==> config.mk <==
export PLATFORM = sky130hd
export DESIGN_NAME = mapb_rescale
export DESIGN_NICKNAME = d
export VERILOG_FILES = /design/src/sv/mapb_pkg.sv /design/src/sv/mapb_rescale.sv
export SDC_FILE = /design/constraint.sdc
export NUM_CORES = 1
export LEC_CHECK = 0
export BUFFER_PORTS_ARGS = -buffer_cell sky130_fd_sc_hd__buf_2
export CAP_MARGIN = 15
export CORE_ASPECT_RATIO = 0.75
export CORE_MARGIN = 10
export CORE_UTILIZATION = 40
export CTS_CLUSTER_DIAMETER = 150
export DETAILED_ROUTE_END_ITERATION = 6
export MAX_ROUTING_LAYER = met4
export PLACE_DENSITY = 0.56
export SYNTH_ARGS = -nofsm -noshare
export SYNTH_HDL_FRONTEND = slang
export SYNTH_SLANG_ARGS = --single-unit
==> constraint.sdc <==
create_clock -name clk -period 9.59 [get_ports clk]
set_clock_uncertainty 0.05 [all_clocks]
set_input_delay 0.4795 -clock clk [delete_from_list [all_inputs] [get_ports clk]]
set_output_delay 0.4795 -clock clk [all_outputs]
set_load 0.05 [all_outputs]
==> src/sv/mapb_pkg.sv <==
// Shared types and constants of the masked alpha pixel blend.
// No dependencies.
package mapb_pkg;

	localparam logic [7:0]  FULL_SCALE = 8'd255;
	localparam logic [16:0] Q16_ONE    = 17'h10000;
	localparam int          CFG_W      = 17;
	localparam int          RECIP_W    = 17;

	localparam logic [1:0] REG_USE_MASK     = 2'd0;
	localparam logic [1:0] REG_OPACITY      = 2'd1;
	localparam logic [1:0] REG_LAYER_MAXVAL = 2'd2;
	localparam logic [1:0] REG_MASK_MAXVAL  = 2'd3;

	// per-stage load strobes
	typedef struct packed {
		logic ld_s1;
		logic ld_s2;
		logic ld_s3;
		logic ld_s4;
		logic ld_s5;
		logic ld_s6;
	} stage_en_t;

endpackage

==> src/sv/mapb_rescale.sv <==
// One sample lane of the v*255/maxval rescale, stages 1..3.
// Reciprocal multiply then one-step remainder fix. Depends on mapb_pkg.
module mapb_rescale (
	input  logic                         clk,
	input  mapb_pkg::stage_en_t          en,
	input  logic [7:0]                   v,
	input  logic [7:0]                   maxval,
	input  logic [mapb_pkg::RECIP_W-1:0] recip,
	output logic [7:0]                   q
);
	import mapb_pkg::*;

	logic [15:0] x_s1, x_s2;
	logic [7:0]  v_s1, v_s2, q_s3;
	logic [16:0] qe_s2;
	logic [32:0] prod;
	logic [24:0] back, rem;
	logic        corr;

	// x = v*255
	always_ff @(posedge clk) begin
		if (en.ld_s1) begin
			x_s1 <= {v, 8'd0} - {8'd0, v};
			v_s1 <= v;
		end
	end

	// estimate is exact or one low
	assign prod = 33'(x_s1) * 33'(recip);

	always_ff @(posedge clk) begin
		if (en.ld_s2) begin
			qe_s2 <= prod[32:16];
			x_s2  <= x_s1;
			v_s2  <= v_s1;
		end
	end

	assign back = 25'(qe_s2) * 25'(maxval);
	assign rem  = 25'(x_s2) - back;
	assign corr = rem >= 25'(maxval);

	// maxval of zero passes the raw sample
	always_ff @(posedge clk) begin
		if (en.ld_s3) begin
			q_s3 <= (maxval == 8'd0) ? v_s2 : qe_s2[7:0] + {7'd0, corr};
		end
	end

	assign q = q_s3;

endmodule

== Yosys cells after proc, flatten, opt, wreduce, memory -nomap -nowiden ==
Index checks and enable logic that the tools add are counted.
Operators by class
  $add $sub $neg: 3
  multiply operators: 2
  magnitude comparators: 1
  muxes and demuxes: 1
  reduce and logical (&&, ||, !) cells: 1
Operators by type and width (count)
  $mul 16x17->33: 1
  $ge 25x8->1: 1
  $mul 17x8->25: 1
  $sub 16x25->25: 1
  $sub 16x8->16: 1
  $add 8x1->8: 1
  $logic_not 8->1: 1
  $mux 8: 1
Storage, ports and cells
  bits in registers: 73
  input port bits: 40
  word-level logic and storage cells: 14

== Logic depth before layout (Yosys ltp) ==
  depth after elaboration: 5
  mapped depth: 29
  depth with buffers taken out: 27

== Worst setup path before layout ==
No wires, ideal clock.
  kind: reg-to-reg
  start: register x_s1[4]
  end: register qe_s2[16], data pin
  arrival time: 5.888 ns
  required time: 9.269 ns
  path slack: 3.381 ns
  cell stages (with the launch flop): 24
  path buffers: 2
  period minus slack after synthesis: 6.209 ns
  path through: edfxtp_1 > clkbuf_1 > clkbuf_1 > nand2_1 > fa_1 > inv_1 > fa_1 > inv_1 > fa_1 > inv_1 > fa_1 > inv_1 > fa_1 > inv_1 > fa_1 > ha_1 > a211oi_2 > o21ai_1 > nor2_2 > a31oi_2 > a32o_2 > a311o_4 > a2111oi_4 > nor3b_2
On the way
  word-level cells in the longest chain between the ends: 1
RTL lines
  from (decl): line mapb_rescale.sv:13  | logic [15:0] x_s1, x_s2;
  from (signal assigned): line mapb_rescale.sv:23  | x_s1 <= {v, 8'd0} - {8'd0, v};
  $mul 16x17->33: line mapb_rescale.sv:29  | assign prod = 33'(x_s1) * 33'(recip);
  via prod[32]: line mapb_rescale.sv:16  | logic [32:0] prod;
  to (signal assigned): line mapb_rescale.sv:33  | qe_s2 <= prod[32:16];
  to (decl): line mapb_rescale.sv:15  | logic [16:0] qe_s2;
The timed path passes the listed nets, and every way through them passes these cells.
A chain may end at the register's enable or synchronous reset.

== Worst setup path after layout ==
Same ends and word-level chain as after synthesis.

==> out/results.ini <==
[yosys]
netlist_area_um2=16320
netlist.area_leader.share=0.3851
synthCells=1755
async_flop_share=0
yosys-top-cells-area=fa_1 (39%), edfxtp_1 (13%), ha_1 (13%), inv_1 (8.9%), nand2_1 (6.3%)
ys_warn_count=0
ys_ff_latch=71
synth.largest_area_cell=fa_1
synth_cell_types=70
synthesis.nets=2273
synth_ff_type=edfxtp_1
synth_enable_flop_cells=71
ys_seq_area_frac=0.1306
avgSynthCellArea_um2=9.301

[setup_path]
worstPathArrival_ns=6.98
endpoint_kind=flip-flop
worstPathRequired_ns=9.61
cp_max_fo=18
setup.worst_path.class=flip-flop to flip-flop
startpoint_type=flip-flop

[detailed_routing]
wire_per_inst_um=16.80
drc=0
firstDrtPassIters=5
dr.first_iter.drc_count=707
vias=11540
viasPerCell=5.094
routed_wl_um=38080
ant_nets=0

[timing]
setup_tns_ns=0
period_share=0.7256
finalCriticalPeriod_ns=6.959
slew_viol_final=0
setup_viol=0
slew_headroom=0.2520
rsz0062_at_grt=no
whs_ns=0.3350
maxClockFrequency_ghz=0.1437
hold_viol=0
worst_slack_ns=2.631
tightestPinTransition_ns=1.122

[placement]
placed_area_um2=16920
routabilityCongestion=0.8806
io_buffers=44
dp_hpwl_um=29450
pre_cts_ws_ns=2.567

[floorplan]
die-area_um2=49370
die-width_um=253.3
start_util=0.4092
die-height_um=194.9
io_pins=48
fp.coreArea_um2=39890
rows=63

[outcome]
run_status=finished, final reports clean

[cts]
cts_buffers=9
post_cts_resized=0
cts_sinks=71
cts_setup_buffers=0
clk_latency_ns=0.34
clk_path_buf_depth=2
root_buffer=clkbuf_16
hold_buffers=0
cts_tree=built
h-tree-depth=3
clk_pin_slew_worst_paths_ns=0.06

[finish]
mostFrequentLayoutCells=inv_1 (389), fa_1 (314), nand2_1 (275)
fin_area_um2=17230
area_growth_pct=5.534
layout_commonest_cell=inv_1
layout.nets=2255
drive_gt1_frac=0.04478

[grt]
grt_pass1_vias=12320
grt_max_degree=41
grt-ovfl-total=0
grt_pass1_wl_um=64780
antenna_found_initial=3
grt_usage=0.1675

[min_path]
hp-class=primary input to flip-flop

[flow_run]
drv_cap=0

[synthesized netlist by cell type, drive strengths merged, types with 2 or more instances]
master   count
a2111oi      3
a211o        2
a21boi       2
a21o        24
a21oi       45
a221o        2
a311oi       2
a31oi        8
and2       161
and3        11
and4         2
buf          3
clkbuf      71
edfxtp      71
fa         314
ha         164
inv        389
mux2         2
mux2i        3
nand2      275
nand2b       5
nand3       10
nand3b       2
nand4        8
nor2        31
nor2b        5
nor3        12
nor4         5
o2111a       3
o211a        2
o211ai       4
o21a         5
o21ai       30
o21bai       6
o31ai        3
or2          2
or3          4
or4          2
xnor2       25
xor2        15
[final timing paths]
path | from | endpoint | slack, ns | cells after the start
max | x_s1[4] | qe_s2[16] | 2.63 | 21
min | v[4] | v_s1[4] | 0.34 | 1
max reg2reg | x_s1[4] | qe_s2[16] | 2.63 | 21
min reg2reg | v_s1[6] | v_s2[6] | 0.36 | 0
[layer usage]
layer	GRT usage	up-vias	routed length (µm)
li1	-	5344	-
met1	0.2410	5867	18870
met3	0.03173	15	2618
met2	0.2485	316	16400
met4	0.01662	0	182
met5	-	-	0
[worst max-delay path: stages (launching register included)]
cell	delay, ns
edfxtp_1	1.09
nand2_1	0.18
fa_1	0.59
inv_1	0.05
fa_1	0.47
inv_1	0.05
fa_1	0.49
inv_1	0.06
fa_1	0.53
inv_1	0.05
fa_1	0.47
inv_1	0.05
fa_1	0.44
ha_1	0.34
nand2_1	0.12
nor3_1	0.27
nand4_1	0.16
a31oi_2	0.34
a32o_2	0.36
a311o_4	0.27
nand3_1	0.07
nor3b_2	0.17
[cells by family (layout without fill, tap and decap cells)]
logic type	count (synthesis)	after routing	share of synthesized area
multiplexers	5	5	0.003219
adder cells (fa/ha/maj)	478	478	0.5108
XOR/XNOR	40	40	0.02146
other	0	4	0
flip-flops	71	71	0.1306
buffers and inverters	463	450	0.1068
AO/OA/AOI/OAI	159	159	0.06738
AND/OR/NAND/NOR	539	539	0.1597
[area by class of cell]
| class | instances | area, µm² |
|---|---|---|
| Multi-Input combinational cell | 1221 | 12450 |
| Fill cell | 3918 | 22660 |
| Clock buffer | 9 | 225.2 |
| Clock inverter | 7 | 72.57 |
| Antenna cell | 4 | 10.01 |
| Tap cell | 520 | 650.6 |
| Timing Repair Buffer | 45 | 227.7 |
| Inverter | 389 | 1460 |
| Sequential cell | 71 | 2132 |
[registers in the layout, summed over array words and instances, names as in the netlist]
| register | cells |
|---|---|
| qe_s2 | 17 |
| v_s2 | 7 |
| x_s2 | 16 |
| q | 8 |
| v_s1 | 7 |
| x_s1 | 16 |
[through the flow]
step,util,instances
floorplan,-,1755
global placement,0.4242,2246
detailed placement,0.4242,2246
CTS,0.4316,2262
global route,0.4318,2265
finish,0.4319,2266
Power is left out: the tool's default activity adds up to more than one toggle a clock period on the data nets, which glitch-free logic cannot reach.
