<file path="src/sv/mapb_pkg.sv">
// Shared types and constants of the masked alpha pixel blend.
// No dependencies.
package mapb_pkg;

	localparam logic [7:0]  FULL_SCALE = 8'd255;
	localparam logic [16:0] Q16_ONE    = 17'h10000;
	localparam int          CFG_W      = 17;
	localparam int          RECIP_W    = 17;

	localparam logic [1:0] REG_USE_MASK     = 2'd0;
	localparam logic [1:0] REG_OPACITY      = 2'd1;
	localparam logic [1:0] REG_LAYER_MAXVAL = 2'd2;
	localparam logic [1:0] REG_MASK_MAXVAL  = 2'd3;

	// per-stage load strobes
	typedef struct packed {
		logic ld_s1;
		logic ld_s2;
		logic ld_s3;
		logic ld_s4;
		logic ld_s5;
		logic ld_s6;
	} stage_en_t;

endpackage

</file>
<file path="src/sv/mapb_blend.sv">
// Coefficient, multiply-accumulate and normalize stages 4..6 of the blend.
// Depends on mapb_pkg.
module mapb_blend (
	input  logic                clk,
	input  mapb_pkg::stage_en_t en,
	input  logic                use_mask,
	input  logic [16:0]         opacity,
	input  logic [2:0][7:0]     dst,
	input  logic [2:0][7:0]     src,
	input  logic [7:0]          mask,
	output logic [2:0][7:0]     res
);
	import mapb_pkg::*;

	function automatic logic [7:0] div_by_255(input logic [15:0] x);
		logic [24:0] p;
		logic [8:0]  qe;
		logic [16:0] rem;
		p   = {1'b0, x, 8'd0} + {9'd0, x};
		qe  = p[24:16];
		rem = {1'b0, x} - (17'({qe, 8'd0}) - 17'(qe));
		return (rem >= 17'(FULL_SCALE)) ? qe[7:0] + 8'd1 : qe[7:0];
	endfunction

	logic            full;
	logic [24:0]     mprod;
	logic [7:0]      c1;
	logic [7:0]      c0_s4, c1_s4;
	logic [2:0][7:0] dst_s4, src_s4, dst_s5, src_s5, res_s6;
	logic [2:0][15:0] acc_s5;
	logic            copy_s4, keep_s4, div255_s4;
	logic            copy_s5, keep_s5, div255_s5;

	assign full  = opacity == Q16_ONE;
	assign mprod = 25'(mask) * 25'(opacity);
	assign c1    = full ? mask : mprod[23:16];

	always_ff @(posedge clk) begin
		if (en.ld_s4) begin
			c1_s4     <= c1;
			c0_s4     <= FULL_SCALE - c1;
			dst_s4    <= dst;
			src_s4    <= src;
			copy_s4   <= !use_mask || (full && mask == FULL_SCALE);
			keep_s4   <= mask == 8'd0;
			div255_s4 <= full;
		end
	end

	// c0+c1 = 255 keeps the sum inside 16 bits
	always_ff @(posedge clk) begin
		if (en.ld_s5) begin
			for (int i = 0; i < 3; i++) begin
				acc_s5[i] <= 16'({8'd0, dst_s4[i]} * {8'd0, c0_s4})
					+ 16'({8'd0, src_s4[i]} * {8'd0, c1_s4});
			end
			dst_s5    <= dst_s4;
			src_s5    <= src_s4;
			copy_s5   <= copy_s4;
			keep_s5   <= keep_s4;
			div255_s5 <= div255_s4;
		end
	end

	always_ff @(posedge clk) begin
		if (en.ld_s6) begin
			for (int i = 0; i < 3; i++) begin
				if (copy_s5) begin
					res_s6[i] <= src_s5[i];
				end else if (keep_s5) begin
					res_s6[i] <= dst_s5[i];
				end else if (div255_s5) begin
					res_s6[i] <= div_by_255(acc_s5[i]);
				end else begin
					res_s6[i] <= acc_s5[i][15:8];
				end
			end
		end
	end

	assign res = res_s6;

endmodule

</file>
<file path="config.mk">
export PLATFORM = sky130hd
export DESIGN_NAME = mapb_blend
export DESIGN_NICKNAME = d
export VERILOG_FILES = /design/src/sv/mapb_pkg.sv /design/src/sv/mapb_blend.sv
export SDC_FILE = /design/constraint.sdc
export NUM_CORES = 1
export LEC_CHECK = 0
export BUFFER_PORTS_ARGS = -buffer_cell sky130_fd_sc_hd__buf_2
export CORE_MARGIN = 1
export CORE_UTILIZATION = 45
export DETAILED_ROUTE_END_ITERATION = 6
export SLEW_MARGIN = 30
export SYNTH_ARGS = -nofsm -noshare
export SYNTH_HDL_FRONTEND = slang
export SYNTH_SLANG_ARGS = --single-unit
</file>
<file path="constraint.sdc">
create_clock -name clk -period 6.85 [get_ports clk]
set_input_delay 1.0275 -clock clk [delete_from_list [all_inputs] [get_ports clk]]
set_output_delay 1.0275 -clock clk [all_outputs]
set_load 0.005 [all_outputs]
</file>
# Yosys cells after proc, flatten, opt, wreduce, memory -nomap -nowiden
# Cells that the tools add are included.
# W data, S select, Z words.
# totals
output_inout_bits,24
wordCells,71
inputBits,81
register_bits,190
# op_classes
eq_ne,2
n_reduce_logical,4
n_mul,7
addsub,16
order_cmp,3
muxes,13
# ops
operator,n
$mux W8,13
$mul A8 B8 Y16,6
$add A24 B16 Y25,3
$ge A17 B8 Y1 const B,3
$sub A16 B17 Y17,3
$sub A17 B9 Y17,3
$add A16 B16 Y16,3
$add A8 B1 Y8 const B,3
$mul A8 B17 Y24,1
$eq A17 B17 Y1 const B,1
$eq A8 B8 Y1 const B,1
$logic_not A8 Y1,1
$sub A8 B8 Y8 const A,1
$logic_and A1 B1 Y1,1
$logic_not A1 Y1,1
$logic_or A1 B1 Y1,1

# Longest topological paths before layout
# logic_depth
word_depth,8
ltp_mapped,28
mapped_depth_nobuf,27

# Least setup slack after synthesis
# No wires, ideal clock.
# synth_timing
kind,input-to-reg
start,input mask[7]
end,register c1_s4[7] (data pin)
path_buffers,2
arrival_ps,5777
setup_slack_ps,819
cell_stages,19
cell_sequence,clkbuf_1 > clkbuf_1 > nand2_1 > fa_1 > inv_1 > fa_1 > fa_1 > fa_1 > ha_1 > a21o_1 > a21o_1 > o2bb2ai_1 > a211oi_1 > o21ai_0 > a211oi_1 > o21bai_1 > xnor2_1 > nor2_1 > a21o_1
# synth_between
elab_chain_len,2
# synth_lines
element,line_no,source
"start, declared",mapb_blend.sv:10,"input logic [7:0] mask,"
$mul A8 B17 Y24,mapb_blend.sv:35,assign mprod = 25'(mask) * 25'(opacity);
$mux W8 (*),mapb_blend.sv:36,assign c1 = full ? mask : mprod[23:16];
net c1[7],mapb_blend.sv:27,logic [7:0] c1;
"end signal, assigned",mapb_blend.sv:40,c1_s4 <= c1;
"end, declared",mapb_blend.sv:28,"logic [7:0] c0_s4, c1_s4;"
# The timed path passes the listed nets; every way through them passes the cells marked *.
# A chain may end at the register's enable or synchronous reset.

# Worst setup path in the final report
# layout_timing
start,register acc_s5[28] (netlist name)
end,register res_s6 (netlist bit res[9]) (data pin)
# layout_between
elab_chain_len,8
# layout_lines
element,line_no,source
"start, declared",mapb_blend.sv:30,logic [2:0][15:0] acc_s5;
"start signal, assigned by index",mapb_blend.sv:54,"acc_s5[i] <= 16'({8'd0, dst_s4[i]} * {8'd0, c0_s4})"
$add A24 B16 Y25,mapb_blend.sv:19,"p = {1'b0, x, 8'd0} + {9'd0, x};"
$sub A17 B9 Y17,mapb_blend.sv:21,"rem = {1'b0, x} - (17'({qe, 8'd0}) - 17'(qe));"
$sub A16 B17 Y17,mapb_blend.sv:21,
$ge A17 B8 Y1,mapb_blend.sv:22,return (rem >= 17'(FULL_SCALE)) ? qe[7:0] + 8'd1 : qe[7:0];
$mux W8 (*),mapb_blend.sv:22,
$mux W8 (*),mapb_blend.sv:72,end else if (div255_s5) begin
$mux W8 (*),mapb_blend.sv:70,end else if (keep_s5) begin
$mux W8 (*),mapb_blend.sv:68,if (copy_s5) begin
"end signal, assigned by index",mapb_blend.sv:69,res_s6[i] <= src_s5[i];
"end signal, assigned by index",mapb_blend.sv:71,res_s6[i] <= dst_s5[i];
"end signal, assigned by index",mapb_blend.sv:73,res_s6[i] <= div_by_255(acc_s5[i]);
"end, declared",mapb_blend.sv:29,"logic [2:0][7:0] dst_s4, src_s4, dst_s5, src_s5, res_s6;"
# Mark *: on every way between the ends. The rest lies on a longest branch, timed or not.

==> out/results.ini <==
[sta]
setup_ws_ns = 0.391
worst_slew_pin_slew_ns = 0.946
finalSetupViolations = 0
max_clock_freq_ghz = 0.155
final_hold_viol_count = 0
clock_skew_ns = 0.0130
fin_setup_tns_ns = 0
maxSlewHeadroom = 0.370
rsz0062_at_grt = false
maxSlewViolCount = 0
period_minus_slack_ns = 6.46
period_share = 0.943

[yosys]
yosys-top-cells-count = 542 x inv_1, 376 x fa_1, 340 x ha_1, 309 x and2_1, 295 x nand2_1
synth_top_cell_area_share = 0.276
ys_ff_latch = 190
syn_avg_cell_area_um2 = 9.77
yosysWarnings = 0
yosysMostFrequentCell = inv_1
syn_area_um2 = 27300
yosysSeqAreaShare = 0.209
ys.flop_type = edfxtp_1
yosys-top-cells-area = fa_1 28%, edfxtp_1 21%, ha_1 16%, inv_1 7.5%, and2_1 7.1%
synth_edf_count = 190
synthCells = 2791
synth.distinct_cells = 68
syn-num-nets = 3588
async_flop_share = 0
synth_top_cell_by_area = fa_1

[global_route]
grt_overflow = 0
grt_usage = 0.221
grt_max_degree = 68
grt_pass1_vias = 20446
grt_pass1_wl_um = 106000
grt_antenna_before_repair = 4

[final_layout]
drive_gt1_frac = 0.0675
fillers = 5552
layout.nets = 3672
area_delta_synth_final_pct = 7.73
diodes = 0
finalCoreUtilization = 0.494

[route]
remaining_drc_errors = 0
avgRoutedWirePerCell_um = 17.6
num_vias = 19193
firstDrtPassIters = 5
via_per_inst = 5.24
drtAntennaViolNets = 0
wl_um = 64400
drtIter0Drc = 1023

[clocking]
insertion_delay_ns = 0.49
cts_tree = yes
clock_path_buffers = 2
clk_pin_slew_ns = 0.08
ctsHoldBuffers = 0
cts_max_level = 4
clkSinkCount = 190
cts_root_buffer = clkbuf_16
numCtsBuffers = 17

[critical_path]
start_kind = flip-flop
r2r_start = acc_s5[28]
criticalPathCategory = reg2reg
cp.required_ns = 7.09
cp.arrival_ns = 6.70
startpoint = acc_s5[28]
critPathMaxFanout = 8
endpoint_kind = flip-flop

[placement]
routabilityCongestion = 0.869
dpl.hpwl_um = 51900
post-place-ws_ns = 0.353
portBuffers = 101

[worst_hold_path]
hp-class = reg2reg
hp-start = copy_s4

[floorplanning]
dieHeight_um = 248
std_cell_rows = 89
die_w_um = 248
core_um2 = 59500
die_area_um2 = 61600
pin_count = 105
start_util = 0.458

[run_status]
outcome = complete, no violations

[job]
max_cap_viol_count = 0

-- registers in the layout (all words and copies together) (netlist names) --
register and flops:
acc_s5 48, c0_s4 8, c1_s4 8, src_s4 24
keep_s5 1, src_s5 24, div255_s5 1, copy_s5 1
dst_s4 24, res 24, div255_s4 1, keep_s4 1
copy_s4 1, dst_s5 24
-- per-layer routing --
layer | GRT usage | up-vias | part of all wire
li1 | - | 9088 | -
met1 | 0.293 | 9650 | 0.45
met2 | 0.379 | 377 | 0.49
met3 | 0.0316 | 70 | 0.040
met4 | 0.0579 | 8 | 0.018
met5 | 0 | - | 0.00084
-- what timing repair did --
| action | 4_1_cts | 5_1_grt |
|---|---|---|
| setup buffers | 0 | 3 |
| resized for setup | 0 | 1 |
| setup endpoints to repair | 0 | 2 |
-- per-stage QoR --
| step | instance area, um2 | hold slack (ns) | std cells |
|---|---|---|---|
| finish | 29400 | 0.545 | 3661 |
| global route | 29400 | 0.542 | 3661 |
| CTS | 29300 | 0.528 | 3658 |
| detailed placement | 28800 | 0.506 | 3626 |
| global placement | 28800 | 0.497 | 3626 |
| floorplan | 27300 | 0.400 | 2791 |
-- area by class of cell --
type / count / area [um2] / area share
multi-input combinational: 1976 / 19200 / 0.654
sequential: 190 / 5710 / 0.194
inverter: 542 / 2030 / 0.0693
tap: 773 / 967 / 0.0329
timing repair buffer: 148 / 886 / 0.0302
clock buffer: 18 / 429 / 0.0146
clock inverter: 14 / 144 / 0.00490
-- path summary, 6_finish.rpt --
check | to | slack [ns] | cells past startpoint
setup / recovery | res[9] | 0.39 | 25
hold / removal | copy_s5 | 0.55 | 0
setup reg to reg | res[9] | 0.39 | 25
hold reg to reg | copy_s5 | 0.55 | 0
-- worst max-delay path, stage by stage (launching register included) --
cell      delay [ns]
edfxtp_1        0.53
ha_1            0.36
a211o_1         0.27
a31oi_1         0.16
o21bai_1        0.10
a21o_1          0.26
and2_1          0.20
nand2_1         0.12
inv_1           0.09
and2_1          0.17
ha_1            0.31
inv_1           0.10
ha_1            0.29
inv_1           0.04
ha_1            0.34
a21o_1          0.18
a31oi_1         0.13
o21ai_0         0.18
o31ai_2         0.31
a21oi_1         0.13
mux2i_1         0.13
or4_1           0.53
or4_1           0.68
mux2i_1         0.21
a21oi_1         0.12
a221o_1         0.27
-- placed cells by master, fill, tap and decap left out, drive strengths merged, types with 4 or more instances in the layout --
| cell | synthesis | final |
|---|---|---|
| a22oi | 7 | 7 |
| nor4b | 5 | 5 |
| a21o | 30 | 30 |
| a31oi | 19 | 19 |
| o21ai | 46 | 46 |
| fa | 376 | 376 |
| edfxtp | 190 | 190 |
| and2 | 309 | 309 |
| a21oi | 81 | 81 |
| nand2b | 17 | 17 |
| nor2 | 89 | 89 |
| nor3 | 27 | 27 |
| or2 | 4 | 4 |
| ha | 340 | 340 |
| mux2i | 10 | 10 |
| xor2 | 22 | 22 |
| or4 | 9 | 9 |
| o2111ai | 5 | 5 |
| o22ai | 12 | 12 |
| and3 | 11 | 11 |
| clkbuf | 74 | 18 |
| nor2b | 11 | 11 |
| inv | 542 | 551 |
| o31ai | 6 | 6 |
| nor4 | 6 | 6 |
| nand4 | 19 | 19 |
| xnor2 | 103 | 103 |
| buf | 8 | 148 |
| o41ai | 4 | 4 |
| o21a | 24 | 24 |
| a211oi | 5 | 5 |
| nor3b | 9 | 9 |
| nand3 | 13 | 13 |
| o221ai | 10 | 10 |
| nand2 | 295 | 295 |
| o21bai | 15 | 15 |
-- kinds of logic after synthesis --
kind of cell,count (synthesis),share of synthesized area
AOI/OAI and AO/OA,292,0.0704
xor gates and xnor gates,126,0.0410
adders and majority gates,716,0.432
buffers and inverters,625,0.0868
and+or+nand+nor,831,0.156
DFF,190,0.209
muxes,11,0.00409
Power is not shown: default switching activity piles up to over one toggle a cycle in this logic, so the estimate is an artifact.
